[config.mk]
export PLATFORM = sky130hd
export DESIGN_NAME = imu_frame_receiver_bcd_angle_unit
export DESIGN_NICKNAME = d
export VERILOG_FILES = /design/src/ifrba_pkg.sv /design/src/ifrba_payload_store.sv /design/src/imu_frame_receiver_bcd_angle_unit.sv
export SDC_FILE = /design/constraint.sdc
export NUM_CORES = 1
export LEC_CHECK = 0
export ABC_AREA = 1
export BUFFER_PORTS_ARGS = -buffer_cell sky130_fd_sc_hd__clkbuf_2
export CORE_ASPECT_RATIO = 0.7
export CORE_UTILIZATION = 30
export CTS_CLUSTER_SIZE = 12
export DETAILED_ROUTE_END_ITERATION = 8
export PLACE_DENSITY = 0.56
export SYNTH_ARGS = -nofsm -noshare
export SYNTH_HDL_FRONTEND = slang
export SYNTH_SLANG_ARGS = --single-unit
[constraint.sdc]
create_clock -name clock -period 7.7 [get_ports clock]
set_clock_uncertainty 0.05 [all_clocks]
set_input_delay 0.385 -clock clock [delete_from_list [all_inputs] [get_ports clock]]
set_output_delay 0.385 -clock clock [all_outputs]
set_load 0.01 [all_outputs]
[src/ifrba_pkg.sv]
// ----------------------------------------------------------------------------
// ifrba_pkg
// Shared types and constants for the IMU frame receiver with angle decode.
// ----------------------------------------------------------------------------
package ifrba_pkg;

   typedef logic [7:0]  byte_type;
   typedef logic [17:0] angle_type;
   typedef logic [1:0]  csr_index_type;

   // Configuration register indexes.
   localparam csr_index_type CsrSyncValue     = 2'd0;
   localparam csr_index_type CsrDeviceAddress = 2'd1;
   localparam csr_index_type CsrAngleCommand  = 2'd2;
   localparam csr_index_type CsrCleanCommand  = 2'd3;

   // Reset values of the configuration registers.
   localparam byte_type SyncValueReset     = 8'h68;
   localparam byte_type DeviceAddressReset = 8'h00;
   localparam byte_type AngleCommandReset  = 8'h84;
   localparam byte_type CleanCommandReset  = 8'h28;

   // Payload positions read back after a good frame.
   localparam int CommandPos  = 0;
   localparam int AngleHiPos  = 7;
   localparam int AngleMidPos = 8;
   localparam int AngleLoPos  = 9;

   // Decimal weights of the angle nibbles.
   localparam angle_type Weight10000 = 18'd10000;
   localparam angle_type Weight1000  = 18'd1000;
   localparam angle_type Weight100   = 18'd100;
   localparam angle_type Weight10    = 18'd10;

endpackage

[src/ifrba_payload_store.sv]
// ----------------------------------------------------------------------------
// ifrba_payload_store
// Payload byte memory: one write port, two registered read ports. A valid bit
// per entry makes entries that were never written since reset read as zero.
// ----------------------------------------------------------------------------
module ifrba_payload_store #(
   parameter int DEPTH = 32
) (
   input  logic                      clock,
   input  logic                      reset,
   input  logic                      wr_en,
   input  logic [$clog2(DEPTH)-1:0]  wr_addr,
   input  ifrba_pkg::byte_type       wr_data,
   input  logic [$clog2(DEPTH)-1:0]  rd_addr_a,
   input  logic [$clog2(DEPTH)-1:0]  rd_addr_b,
   output ifrba_pkg::byte_type       rd_data_a,
   output ifrba_pkg::byte_type       rd_data_b
);

   ifrba_pkg::byte_type store_ff [DEPTH];
   logic [DEPTH-1:0]    valid_ff;
   ifrba_pkg::byte_type rd_data_a_ff;
   ifrba_pkg::byte_type rd_data_b_ff;

   // Valid bits are cleared at reset and set on the first write of an entry.
   always_ff @(posedge clock) begin
      if (reset) begin
         valid_ff <= '0;
      end else if (wr_en) begin
         valid_ff[wr_addr] <= 1'b1;
      end
   end

   // Memory array and registered reads.
   always_ff @(posedge clock) begin
      if (wr_en) begin
         store_ff[wr_addr] <= wr_data;
      end
      rd_data_a_ff <= valid_ff[rd_addr_a] ? store_ff[rd_addr_a] : '0;
      rd_data_b_ff <= valid_ff[rd_addr_b] ? store_ff[rd_addr_b] : '0;
   end

   assign rd_data_a = rd_data_a_ff;
   assign rd_data_b = rd_data_b_ff;

endmodule

[src/imu_frame_receiver_bcd_angle_unit.sv]
// ----------------------------------------------------------------------------
// imu_frame_receiver_bcd_angle_unit
// Serial frame parser: sync, length, address, payload, check byte. Good frames
// report the command byte, a held BCD-style angle and command flags.
// ----------------------------------------------------------------------------
// Usage:
//   The request channel (req_valid, req_stall, req_rx_byte) takes one received
//   byte per cycle. Each byte advances the frame parser by one step.
//   The response channel (rsp_*) carries one item per frame whose check byte
//   matches the 8-bit sum of length, address and payload bytes; bad frames
//   produce nothing.
//   Payload bytes go into a synchronous memory. After a good check byte the
//   block reads back the command byte and payload byte 7, then bytes 8 and 9,
//   through the two read ports, decodes the angle, and registers the result:
//   the response is registered after the stage1 and stage2 read-back steps.
//   Throughput is one byte per cycle. Only the check byte can be held off: it
//   stalls while an earlier result is still being read back or still waits
//   in the output register for the receiver to take it.
//   Reset returns the parser to sync search, clears the configuration to its
//   defaults, the held angle to zero and marks all payload entries empty
//   (empty entries read as zero). The csr_* port writes one register per
//   cycle and should be used only while the block is idle.
// ----------------------------------------------------------------------------
module imu_frame_receiver_bcd_angle_unit #(
   parameter int PAYLOAD_DEPTH = 32
) (
   input  logic                           clock,
   input  logic                           reset,
   // Request channel
   input  logic                           req_valid,
   output logic                           req_stall,
   input  ifrba_pkg::byte_type            req_rx_byte,
   // Response channel
   output logic                           rsp_valid,
   input  logic                           rsp_stall,
   output ifrba_pkg::byte_type            rsp_command_code,
   output ifrba_pkg::angle_type           rsp_angle_hundredths,
   output logic                           rsp_angle_updated,
   output logic                           rsp_clean_ack,
   // Configuration port
   input  logic                           csr_write_enable,
   input  ifrba_pkg::csr_index_type       csr_index,
   input  ifrba_pkg::byte_type            csr_write_data
);

   localparam int AddrWidth = $clog2(PAYLOAD_DEPTH);

   // Parser phase codes.
   localparam logic [2:0] PhSync    = 3'd0;
   localparam logic [2:0] PhLen     = 3'd1;
   localparam logic [2:0] PhAddr    = 3'd2;
   localparam logic [2:0] PhPayload = 3'd3;
   localparam logic [2:0] PhCheck   = 3'd4;

   localparam logic [AddrWidth-1:0] AddrCommand  = AddrWidth'(ifrba_pkg::CommandPos);
   localparam logic [AddrWidth-1:0] AddrAngleHi  = AddrWidth'(ifrba_pkg::AngleHiPos);
   localparam logic [AddrWidth-1:0] AddrAngleMid = AddrWidth'(ifrba_pkg::AngleMidPos);
   localparam logic [AddrWidth-1:0] AddrAngleLo  = AddrWidth'(ifrba_pkg::AngleLoPos);

   // Configuration registers.
   ifrba_pkg::byte_type sync_value_ff;
   ifrba_pkg::byte_type device_address_ff;
   ifrba_pkg::byte_type angle_command_ff;
   ifrba_pkg::byte_type clean_command_ff;

   // Parser state.
   logic [2:0]          phase_ff,   phase_in;
   ifrba_pkg::byte_type sum_ff,     sum_in;
   ifrba_pkg::byte_type length_ff,  length_in;
   ifrba_pkg::byte_type count_ff,   count_in;

   // Read-back sequence and result.
   logic                 stage1_ff;
   logic                 stage2_ff;
   ifrba_pkg::byte_type  cmd_ff;
   ifrba_pkg::byte_type  angle_hi_ff;
   ifrba_pkg::angle_type held_angle_ff;
   logic                 rsp_valid_ff;
   ifrba_pkg::byte_type  rsp_command_ff;
   ifrba_pkg::angle_type rsp_angle_ff;
   logic                 rsp_updated_ff;
   logic                 rsp_clean_ff;

   logic                 accept;
   logic                 good_check;
   logic                 wr_en;
   ifrba_pkg::byte_type  need;
   ifrba_pkg::byte_type  count_next;
   logic [AddrWidth-1:0] rd_addr_a;
   logic [AddrWidth-1:0] rd_addr_b;
   ifrba_pkg::byte_type  rd_data_a;
   ifrba_pkg::byte_type  rd_data_b;
   ifrba_pkg::angle_type decoded_angle;
   ifrba_pkg::angle_type new_angle;
   logic                 cmd_is_angle;

   // The check byte waits while an earlier result is in flight or not taken.
   assign req_stall = (phase_ff == PhCheck) && (rsp_valid_ff || stage1_ff || stage2_ff);
   assign accept    = req_valid && !req_stall;

   // Configuration writes.
   always_ff @(posedge clock) begin
      if (reset) begin
         sync_value_ff     <= ifrba_pkg::SyncValueReset;
         device_address_ff <= ifrba_pkg::DeviceAddressReset;
         angle_command_ff  <= ifrba_pkg::AngleCommandReset;
         clean_command_ff  <= ifrba_pkg::CleanCommandReset;
      end else if (csr_write_enable) begin
         unique case (csr_index)
            ifrba_pkg::CsrSyncValue:     sync_value_ff     <= csr_write_data;
            ifrba_pkg::CsrDeviceAddress: device_address_ff <= csr_write_data;
            ifrba_pkg::CsrAngleCommand:  angle_command_ff  <= csr_write_data;
            ifrba_pkg::CsrCleanCommand:  clean_command_ff  <= csr_write_data;
            default: ;
         endcase
      end
   end

   // Payload bytes needed: length minus three, at least one.
   assign need       = (length_ff > 8'd3) ? (length_ff - 8'd3) : 8'd1;
   assign count_next = count_ff + 8'd1;

   // Parser next state.
   always_comb begin
      phase_in   = phase_ff;
      sum_in     = sum_ff;
      length_in  = length_ff;
      count_in   = count_ff;
      good_check = 1'b0;
      wr_en      = 1'b0;
      if (accept) begin
         unique case (phase_ff)
            PhSync: begin
               if (req_rx_byte == sync_value_ff) begin
                  phase_in = PhLen;
                  sum_in   = '0;
                  count_in = '0;
               end
            end
            PhLen: begin
               sum_in    = sum_ff + req_rx_byte;
               length_in = req_rx_byte;
               phase_in  = PhAddr;
            end
            PhAddr: begin
               if (req_rx_byte == device_address_ff) begin
                  sum_in   = sum_ff + req_rx_byte;
                  phase_in = PhPayload;
               end else begin
                  sum_in   = '0;
                  phase_in = PhSync;
               end
            end
            PhPayload: begin
               sum_in   = sum_ff + req_rx_byte;
               wr_en    = ({1'b0, count_ff} < 9'(PAYLOAD_DEPTH));
               count_in = count_next;
               if (count_next >= need) begin
                  phase_in = PhCheck;
               end
            end
            PhCheck: begin
               good_check = (req_rx_byte == sum_ff);
               sum_in     = '0;
               phase_in   = PhSync;
            end
            default: begin
               phase_in = PhSync;
            end
         endcase
      end
   end

   always_ff @(posedge clock) begin
      if (reset) begin
         phase_ff  <= PhSync;
         sum_ff    <= '0;
         length_ff <= '0;
         count_ff  <= '0;
      end else begin
         phase_ff  <= phase_in;
         sum_ff    <= sum_in;
         length_ff <= length_in;
         count_ff  <= count_in;
      end
   end

   // Read back command and high angle byte first, then the two low bytes.
   assign rd_addr_a = stage1_ff ? AddrAngleMid : AddrCommand;
   assign rd_addr_b = stage1_ff ? AddrAngleLo  : AddrAngleHi;

   ifrba_payload_store #(
      .DEPTH (PAYLOAD_DEPTH)
   ) u_store (
      .clock     (clock),
      .reset     (reset),
      .wr_en     (wr_en),
      .wr_addr   (count_ff[AddrWidth-1:0]),
      .wr_data   (req_rx_byte),
      .rd_addr_a (rd_addr_a),
      .rd_addr_b (rd_addr_b),
      .rd_data_a (rd_data_a),
      .rd_data_b (rd_data_b)
   );

   // Sequence flags for the read-back: stage1 and stage2.
   always_ff @(posedge clock) begin
      if (reset) begin
         stage1_ff <= 1'b0;
         stage2_ff <= 1'b0;
      end else begin
         stage1_ff <= good_check;
         stage2_ff <= stage1_ff;
      end
   end

   // First read pair arrives in the cycle after the check byte, while stage1 is set.
   always_ff @(posedge clock) begin
      if (stage1_ff) begin
         cmd_ff      <= rd_data_a;
         angle_hi_ff <= rd_data_b;
      end
   end

   // Nibble decode into hundredths of a degree; the sign nibble is ignored.
   assign decoded_angle = 18'(angle_hi_ff[3:0]) * ifrba_pkg::Weight10000
                        + 18'(rd_data_a[7:4])   * ifrba_pkg::Weight1000
                        + 18'(rd_data_a[3:0])   * ifrba_pkg::Weight100
                        + 18'(rd_data_b[7:4])   * ifrba_pkg::Weight10
                        + 18'(rd_data_b[3:0]);
   assign cmd_is_angle  = (cmd_ff == angle_command_ff);
   assign new_angle     = cmd_is_angle ? decoded_angle : held_angle_ff;

   // Held angle.
   always_ff @(posedge clock) begin
      if (reset) begin
         held_angle_ff <= '0;
      end else if (stage2_ff) begin
         held_angle_ff <= new_angle;
      end
   end

   // Output register.
   always_ff @(posedge clock) begin
      if (reset) begin
         rsp_valid_ff <= 1'b0;
      end else if (stage2_ff) begin
         rsp_valid_ff <= 1'b1;
      end else if (!rsp_stall) begin
         rsp_valid_ff <= 1'b0;
      end
   end

   always_ff @(posedge clock) begin
      if (stage2_ff) begin
         rsp_command_ff <= cmd_ff;
         rsp_angle_ff   <= new_angle;
         rsp_updated_ff <= cmd_is_angle;
         rsp_clean_ff   <= (cmd_ff == clean_command_ff);
      end
   end

   assign rsp_valid            = rsp_valid_ff;
   assign rsp_command_code     = rsp_command_ff;
   assign rsp_angle_hundredths = rsp_angle_ff;
   assign rsp_angle_updated    = rsp_updated_ff;
   assign rsp_clean_ack        = rsp_clean_ff;

endmodule
==> impl_metrics.yaml, run 1 <==
floorplan:
  ioPinCount: 53
  core_mm2: 0.0316
  die_w_um: 218
  die-area_mm2: 0.0334
  rows: 54
  start_util_pct: 31.0
  die_h_um: 153
detailed_routing:
  routed_wl_mm: 22.8
  dr.first_iter.drc_count: 378
  drc: 0
  vias_per_cell: 4.52
  vias: 7352
  wl_per_cell_um: 14.0
  dr.pass1.iters: 5
  ant_nets: 0
placed_design:
  finalWeightedCongestion: 0.835
  hpwlAfterDp_mm: 16.4
  port_buffers: 52
  dp_cells: 1596
worst_setup_path:
  crit_path_end_kind: "flip-flop"
  r2r_end: "held_angle_ff[15]"
  endpoint: "held_angle_ff[15]"
  cp.required_ps: 7980
  critPathLaunchType: "flip-flop"
  r2r-start: "u_store.rd_data_a[5]"
  reg2reg_depth: 21
  reg2reg_setup_slack_ps: 2730
  cp_max_fo: 6
  critPathLaunch: "u_store.rd_data_a[5]"
  crit_type: "flip-flop to flip-flop"
  worstPathArrival_ps: 5240
yosys:
  synth_cell_types: 40
  synth_area_leaders: "edfxtp_1 22%, dfxtp_1 20%, ha_1 11%, nand2_1 9.1%, inv_1 6.2%"
  synth_warnings: 0
  netlist_area_mm2: 0.00980
  synth_top_area_share_pct: 22.1
  ys_seq_elements: 172
  synthCells: 1143
  ys_seq_area_share_pct: 42.5
  yosysTopAreaCell: "edfxtp_1"
  avgSynthCellArea_um2: 8.57
  syn_nets: 1280
sta:
  setup_tns_ps: 0
  grt_setup_unrepaired: "false"
  setup-violations-final: 0
  period_share_pct: 64.5
  period_needed_ps: 4970
  hold_viol: 0
  tightestPinTransition_ps: 1080
  maxSlewHeadroom_pct: 28.2
  max_freq_ghz: 0.201
  slew_violations: 0
global_route:
  grt_usage_pct: 14.4
  grt_pass1_vias: 7139
  grt_max_degree: 49
  met3_usage_pct: 2.79
  use_met1_pct: 21.4
  grt_remaining_overflow: 0
  antenna_found_initial: 0
  top_usage_layer: "met2"
  met2_usage_pct: 21.4
  grt_pass1_wl_mm: 37.7
cells_and_area:
  stdcell_count: 1628
  area_growth_pct: 13.5
  num_antenna_cells: 0
  drive_above_1_share_pct: 9.02
  fin_nets: 1332
  largest_register: "u_store.store_ff"
  largest_register_ffs: 32
hold_path:
  holdCritPathClass: "primary input to flip-flop"
clock_tree:
  clockRootBuffer: "clkbuf_16"
  ctsHoldBuffers: 0
  cts_setup_buffers: 0
  h-tree-depth: 4
  clk_path_buf_depth: 2
  cts_resized: 0
  cts_buffers: 17
  tritoncts: "done"
  cts_sinks: 172
  clk_pin_slew_ps: 70
  clk_latency_ps: 430
outcome:
  status: "completed"
power:
  p_per_area_mw_per_mm2: 179
  peakVddDrop_mv: 0.137
  power_w: 0.00199
  p_leak_nw: 5.37
run:
  drv_cap: 0
[worst max-delay path, stage by stage, from the launching register on]
cell and delay (ps):
dfxtp_1 390, fa_1 630, inv_1 100, fa_1 510, inv_1 40, ha_1 340
nand2_1 60, o21ai_0 280, xor2_1 180, inv_1 70, fa_1 450, ha_1 300
ha_1 350, a21oi_1 260, nand2_1 90, nand2_1 60, nand3_1 100, or2_2 290
nand3_1 70, nand2_1 70, o21ai_1 110, inv_1 50
[where the power goes]
part,internal [W],switching (W)
logic,0.0000441,0.0000847
clock network,0.000526,0.000370
registers,0.000958,0.00000912
total,0.00153,0.000463
[cell type report]
cell class / count / area, µm²
repair buffers: 56 / 290
multi-input cells: 776 / 4890
clock inverters: 7 / 70.1
inverters: 172 / 646
well taps: 420 / 526
fillers: 3268 / 20500
clock buffers: 25 / 542
flip-flops and latches: 172 / 4170
[stage by stage]
step	setup slack (ps)	utilization, %	hold slack, ps	cell area, µm²
after global placement	2850	33.2	379	10500
final	2730	35.2	130	11100
after detailed placement	2760	33.2	383	10500
after global routing	2350	35.2	118	11100
after CTS	2740	35.2	112	11100
after floorplan	3120	-	359	9800
[cells by family (layout without fill, tap and decap cells)]
kind of cell	after synthesis	after routing	synth area share, %
simple gates	454	454	19.7
buf+inv	195	260	7.64
flops	172	172	42.5
compound gates	145	145	7.82
fa+ha+maj	114	114	16.7
xor+xnor	63	63	5.63
[synth_stat cells]
master and instances:
nor4_1 2, a211oi_2 1, nand4_1 13, nand3_2 1
buf_6 1, dfxtp_1 100, nor2_1 120, a31oi_1 3
o31ai_1 1, buf_1 2, nand3_1 52, o21ai_0 64
nand2_1 238, a211oi_1 1, buf_4 1, or2_1 1
a21o_1 4, o21a_1 1, nand2_4 1, clkbuf_1 15
clkinv_1 2, a21oi_1 62, inv_1 163, nor3_1 5
a21oi_4 1, xnor2_1 38, nor2_8 2, nor2_2 1
ha_1 86, or2_2 3, nor3b_1 1, fa_1 28
xor2_1 25, inv_2 7, nand2_2 3, nor3_2 3
buf_2 4, o21ai_1 7, edfxtp_1 72, nand3b_1 8
[layout by cell type (no fill, tap or decap), types with 4 or more instances in the layout]
master     netlist  routed
clkbuf_16        0      21
a21oi_1         62      62
clkbuf_2         0      53
nand3b_1         8       8
inv_2            7       7
o21ai_1          7       7
nor2_1         120     120
a21o_1           4       4
nand3_1         52      52
nand4_1         13      13
xnor2_1         38      38
fa_1            28      28
edfxtp_1        72      72
ha_1            86      86
buf_4            1       4
xor2_1          25      25
dfxtp_1        100      99
nor3_1           5       5
nand2_1        238     238
inv_1          163     163
o21ai_0         64      64
[routing by layer]
layer  wire (µm)  vias up
li1            -     3770
met1       12100     3440
met2        9460      122
met3         910       20
met4         249        0
met5           0        -
[worst min path at each step]
stage | startpoint | end | cells after the start
3_5_place_dp | u_store.rd_data_b[1] | angle_hi_ff[1] | 0
4_1_cts | rsp_stall | rsp_valid | 3
3_3_place_gp | u_store.rd_data_b[1] | angle_hi_ff[1] | 0
2_1_floorplan | u_store.rd_data_b[0] | angle_hi_ff[0] | 0
6_report | rsp_stall | rsp_valid | 3
5_1_grt | rsp_stall | rsp_valid | 3
(Power assumes the default switching activity.)
==> run 2: changes to the inputs <==
Settings changed: PLACE_DENSITY 0.56 to 0.58.
Clock period 7.7 ns to 4.05 ns, I/O delays scaled along.
==> run 2 against run 1 <==
Maximum frequency increased by 11%. Worst hold slack got worse by 120 ps. First-iteration DRC count decreased by 23%. Critical path depth is 2 higher. Via count increased by 4.1%. Utilization increased by 3.0 points. Largest cell class unchanged. Cell count grew 3.4%. Die area unchanged. The run now ends with negative setup slack left. Combinational power grew 130%. Register-to-register slack got worse by 3200 ps. Clock power is 81% higher. Worst setup slack got worse by 3200 ps. Largest power group unchanged. Critical endpoint is now rsp_angle_hundredths[17]. Highest routed layer unchanged.
==> impl_metrics.yaml, run 2 (synthesis gave the netlist of run 1 again) <==
sta:
  setup_tns_ps: -5470
  period_needed_ps: 4490
  slew_violations: 0
  grt_setup_unrepaired: "true"
  max_freq_ghz: 0.223
  fin_ws_ps: -437
  period_share_pct: 111
  setup-violations-final: 20
  hold_viol: 0
  tightestPinTransition_ps: 1010
  maxSlewHeadroom_pct: 32.3
power:
  pwr-share-comb_pct: 7.8
  p_per_area_mw_per_mm2: 310
  intPower_w: 0.00275
  peakVddDrop_mv: 0.244
  switching_share_pct: 26.6
  seqPwrFrac_pct: 49.0
  p_clk_share_pct: 43.2
  p_switching_w: 0.000996
  p_leak_nw: 5.58
hold_path:
  hold_end: "sync_value_ff[5]"
  hp-start: "csr_write_data[5]"
  holdCritPathClass: "primary input to flip-flop"
  worst_hold_path.num_cells: 3
detailed_routing:
  drc: 0
  dr.first_iter.drc_count: 290
  ant_nets: 0
  vias_per_cell: 4.54
  routed_wl_mm: 24.0
  dr.pass1.iters: 6
  vias: 7650
  wl_per_cell_um: 14.2
worst_setup_path:
  crit_cells: 23
  critPathLaunchType: "flip-flop"
  crit_slowest_cell: "fa_1"
  r2r_end: "rsp_angle_hundredths[17]"
  reg2reg_setup_slack_ps: -440
  cp.required_ps: 4190
  crit_family: "adder cells"
  r2r-start: "u_store.rd_data_a[5]"
  crit_type: "flip-flop to flip-flop"
  crit_path_end_kind: "flip-flop"
  worst-path-buf-inv: 4
  cp_max_fo: 4
  reg2reg_depth: 23
  worstPathArrival_ps: 4630
  worst_path_largest_cell_delay_ps: 570
  crit_chain: "fa_1 -> inv_2 -> fa_1 -> inv_2 -> ha_4 -> nand2_2 -> o21ai_4 -> xor2_1 -> inv_1 -> fa_2 -> ha_4 -> ha_4 -> nand2_4 -> inv_4 -> nand2_1 -> nor2_2 -> nand2_1 -> nand3_2 -> nand2_2 -> nand2_2 -> nand3_2 -> nand3_2 -> nand2_1"
clock_tree:
  h-tree-depth: 4
  tritoncts: "done"
  cts_buffers: 17
  clockRootBuffer: "clkbuf_16"
  clk_pin_slew_ps: 70
  clk_path_buf_depth: 2
  cts_sinks: 172
  clk_latency_ps: 440
cells_and_area:
  largest_register: "u_store.store_ff"
  multi_input_area_mm2: 0.00540
  stdcell_count: 1684
  n_fill_cell: 3212
  drive_above_1_share_pct: 20.3
  final_cell_mix: "217 x nand2_1, 151 x inv_1, 115 x nor2_1, 96 x dfxtp_1, 72 x edfxtp_1"
  final-seq-area_mm2: 0.00417
  num_antenna_cells: 0
  largest_register_ffs: 32
  layout_commonest_cell: "nand2_1"
  area_growth_pct: 23.1
  fin_nets: 1388
floorplan:
  rows: 54
  die-area_mm2: 0.0334
  core_mm2: 0.0316
  start_util_pct: 31.0
  ioPinCount: 53
  die_h_um: 153
  die_w_um: 218
global_route:
  antenna_found_initial: 0
  grt_remaining_overflow: 0
  grt_pass1_vias: 7553
  grt_usage_pct: 14.9
  grt_max_degree: 48
  grt_pass1_wl_mm: 39.2
run:
  drv_cap: 0
placed_design:
  hpwlAfterDp_mm: 17.1
  port_buffers: 52
  finalWeightedCongestion: 0.850
  dp_cells: 1642
outcome:
  status: "finished with violations"
  violations: "negative setup slack"
run 2: timing repair:
item | in CTS | in global routing
pin swaps | 10 | 32
hold endpoints to repair | 3 | 0
hold buffers | 3 | 0
resized for setup | 49 | 43
endpoints found under the setup margin | 21 | 22
buffers inserted | 2 | 5
run 2: power groups by stage:
| stage | clock network [W] | logic (W) | registers [W] |
|---|---|---|---|
| after floorplan | 0 | 0.000191 | 0.00187 |
| after global placement | 0 | 0.000270 | 0.00187 |
| after detailed placement | 0 | 0.000274 | 0.00188 |
| after CTS | 0.00166 | 0.000283 | 0.00184 |
| after global routing | 0.00172 | 0.000331 | 0.00184 |
| final | 0.00162 | 0.000291 | 0.00184 |
run 2: worst register-to-register path: stages (launching register included):
cell	delay, ps
dfxtp_4	360
fa_1	570
inv_2	60
fa_1	490
inv_2	50
ha_4	290
nand2_2	60
o21ai_4	140
xor2_1	190
inv_1	100
fa_2	560
ha_4	200
ha_4	320
nand2_4	80
inv_4	50
nand2_1	80
nor2_2	100
nand2_1	70
nand3_2	80
nand2_2	70
nand2_2	70
nand3_2	60
nand3_2	100
nand2_1	60
run 2: through the flow:
step | utilization (%) | cell area (µm²) | hold slack, ps | setup slack, ps | power, W
final | 38.1 | 12100 | 14.9 | -437 | 0.00374
after global routing | 38.1 | 12100 | 34.7 | -718 | 0.00388
after CTS | 37.4 | 11800 | 6.47 | -352 | 0.00378
after detailed placement | 34.9 | 11000 | 391 | -389 | 0.00215
after global placement | 34.9 | 11000 | 390 | -360 | 0.00214
after floorplan | - | 9970 | 251 | -217 | 0.00206
run 2: worst max-delay path by stage:
stage                               from                        to  slack [ps]
finish              u_store.rd_data_a[5]  rsp_angle_hundredths[17]        -440
global route        u_store.rd_data_a[5]         held_angle_ff[17]        -720
CTS                 u_store.rd_data_a[7]  rsp_angle_hundredths[13]        -350
global placement    u_store.rd_data_a[7]         held_angle_ff[15]        -360
floorplan           u_store.rd_data_a[7]         held_angle_ff[15]        -220
detailed placement  u_store.rd_data_a[7]         held_angle_ff[17]        -390
run 2: final cells by class:
| class | instances | share of cell area [%] |
|---|---|---|
| Multi-Input combinational cell | 776 | 44.8 |
| Sequential cell | 172 | 34.6 |
| Timing Repair Buffer | 112 | 6.11 |
| Inverter | 172 | 5.37 |
| Tap cell | 420 | 4.36 |
| Clock buffer | 17 | 3.53 |
| Clock inverter | 15 | 1.26 |
run 2: metal layers:
layer  GRT usage, %  wire, µm  vias up
met5              0         0        -
li1               -         -     3898
met3           2.83       966       15
met1           20.9     12000     3626
met2           23.6     10800      111
met4           3.23       225        0
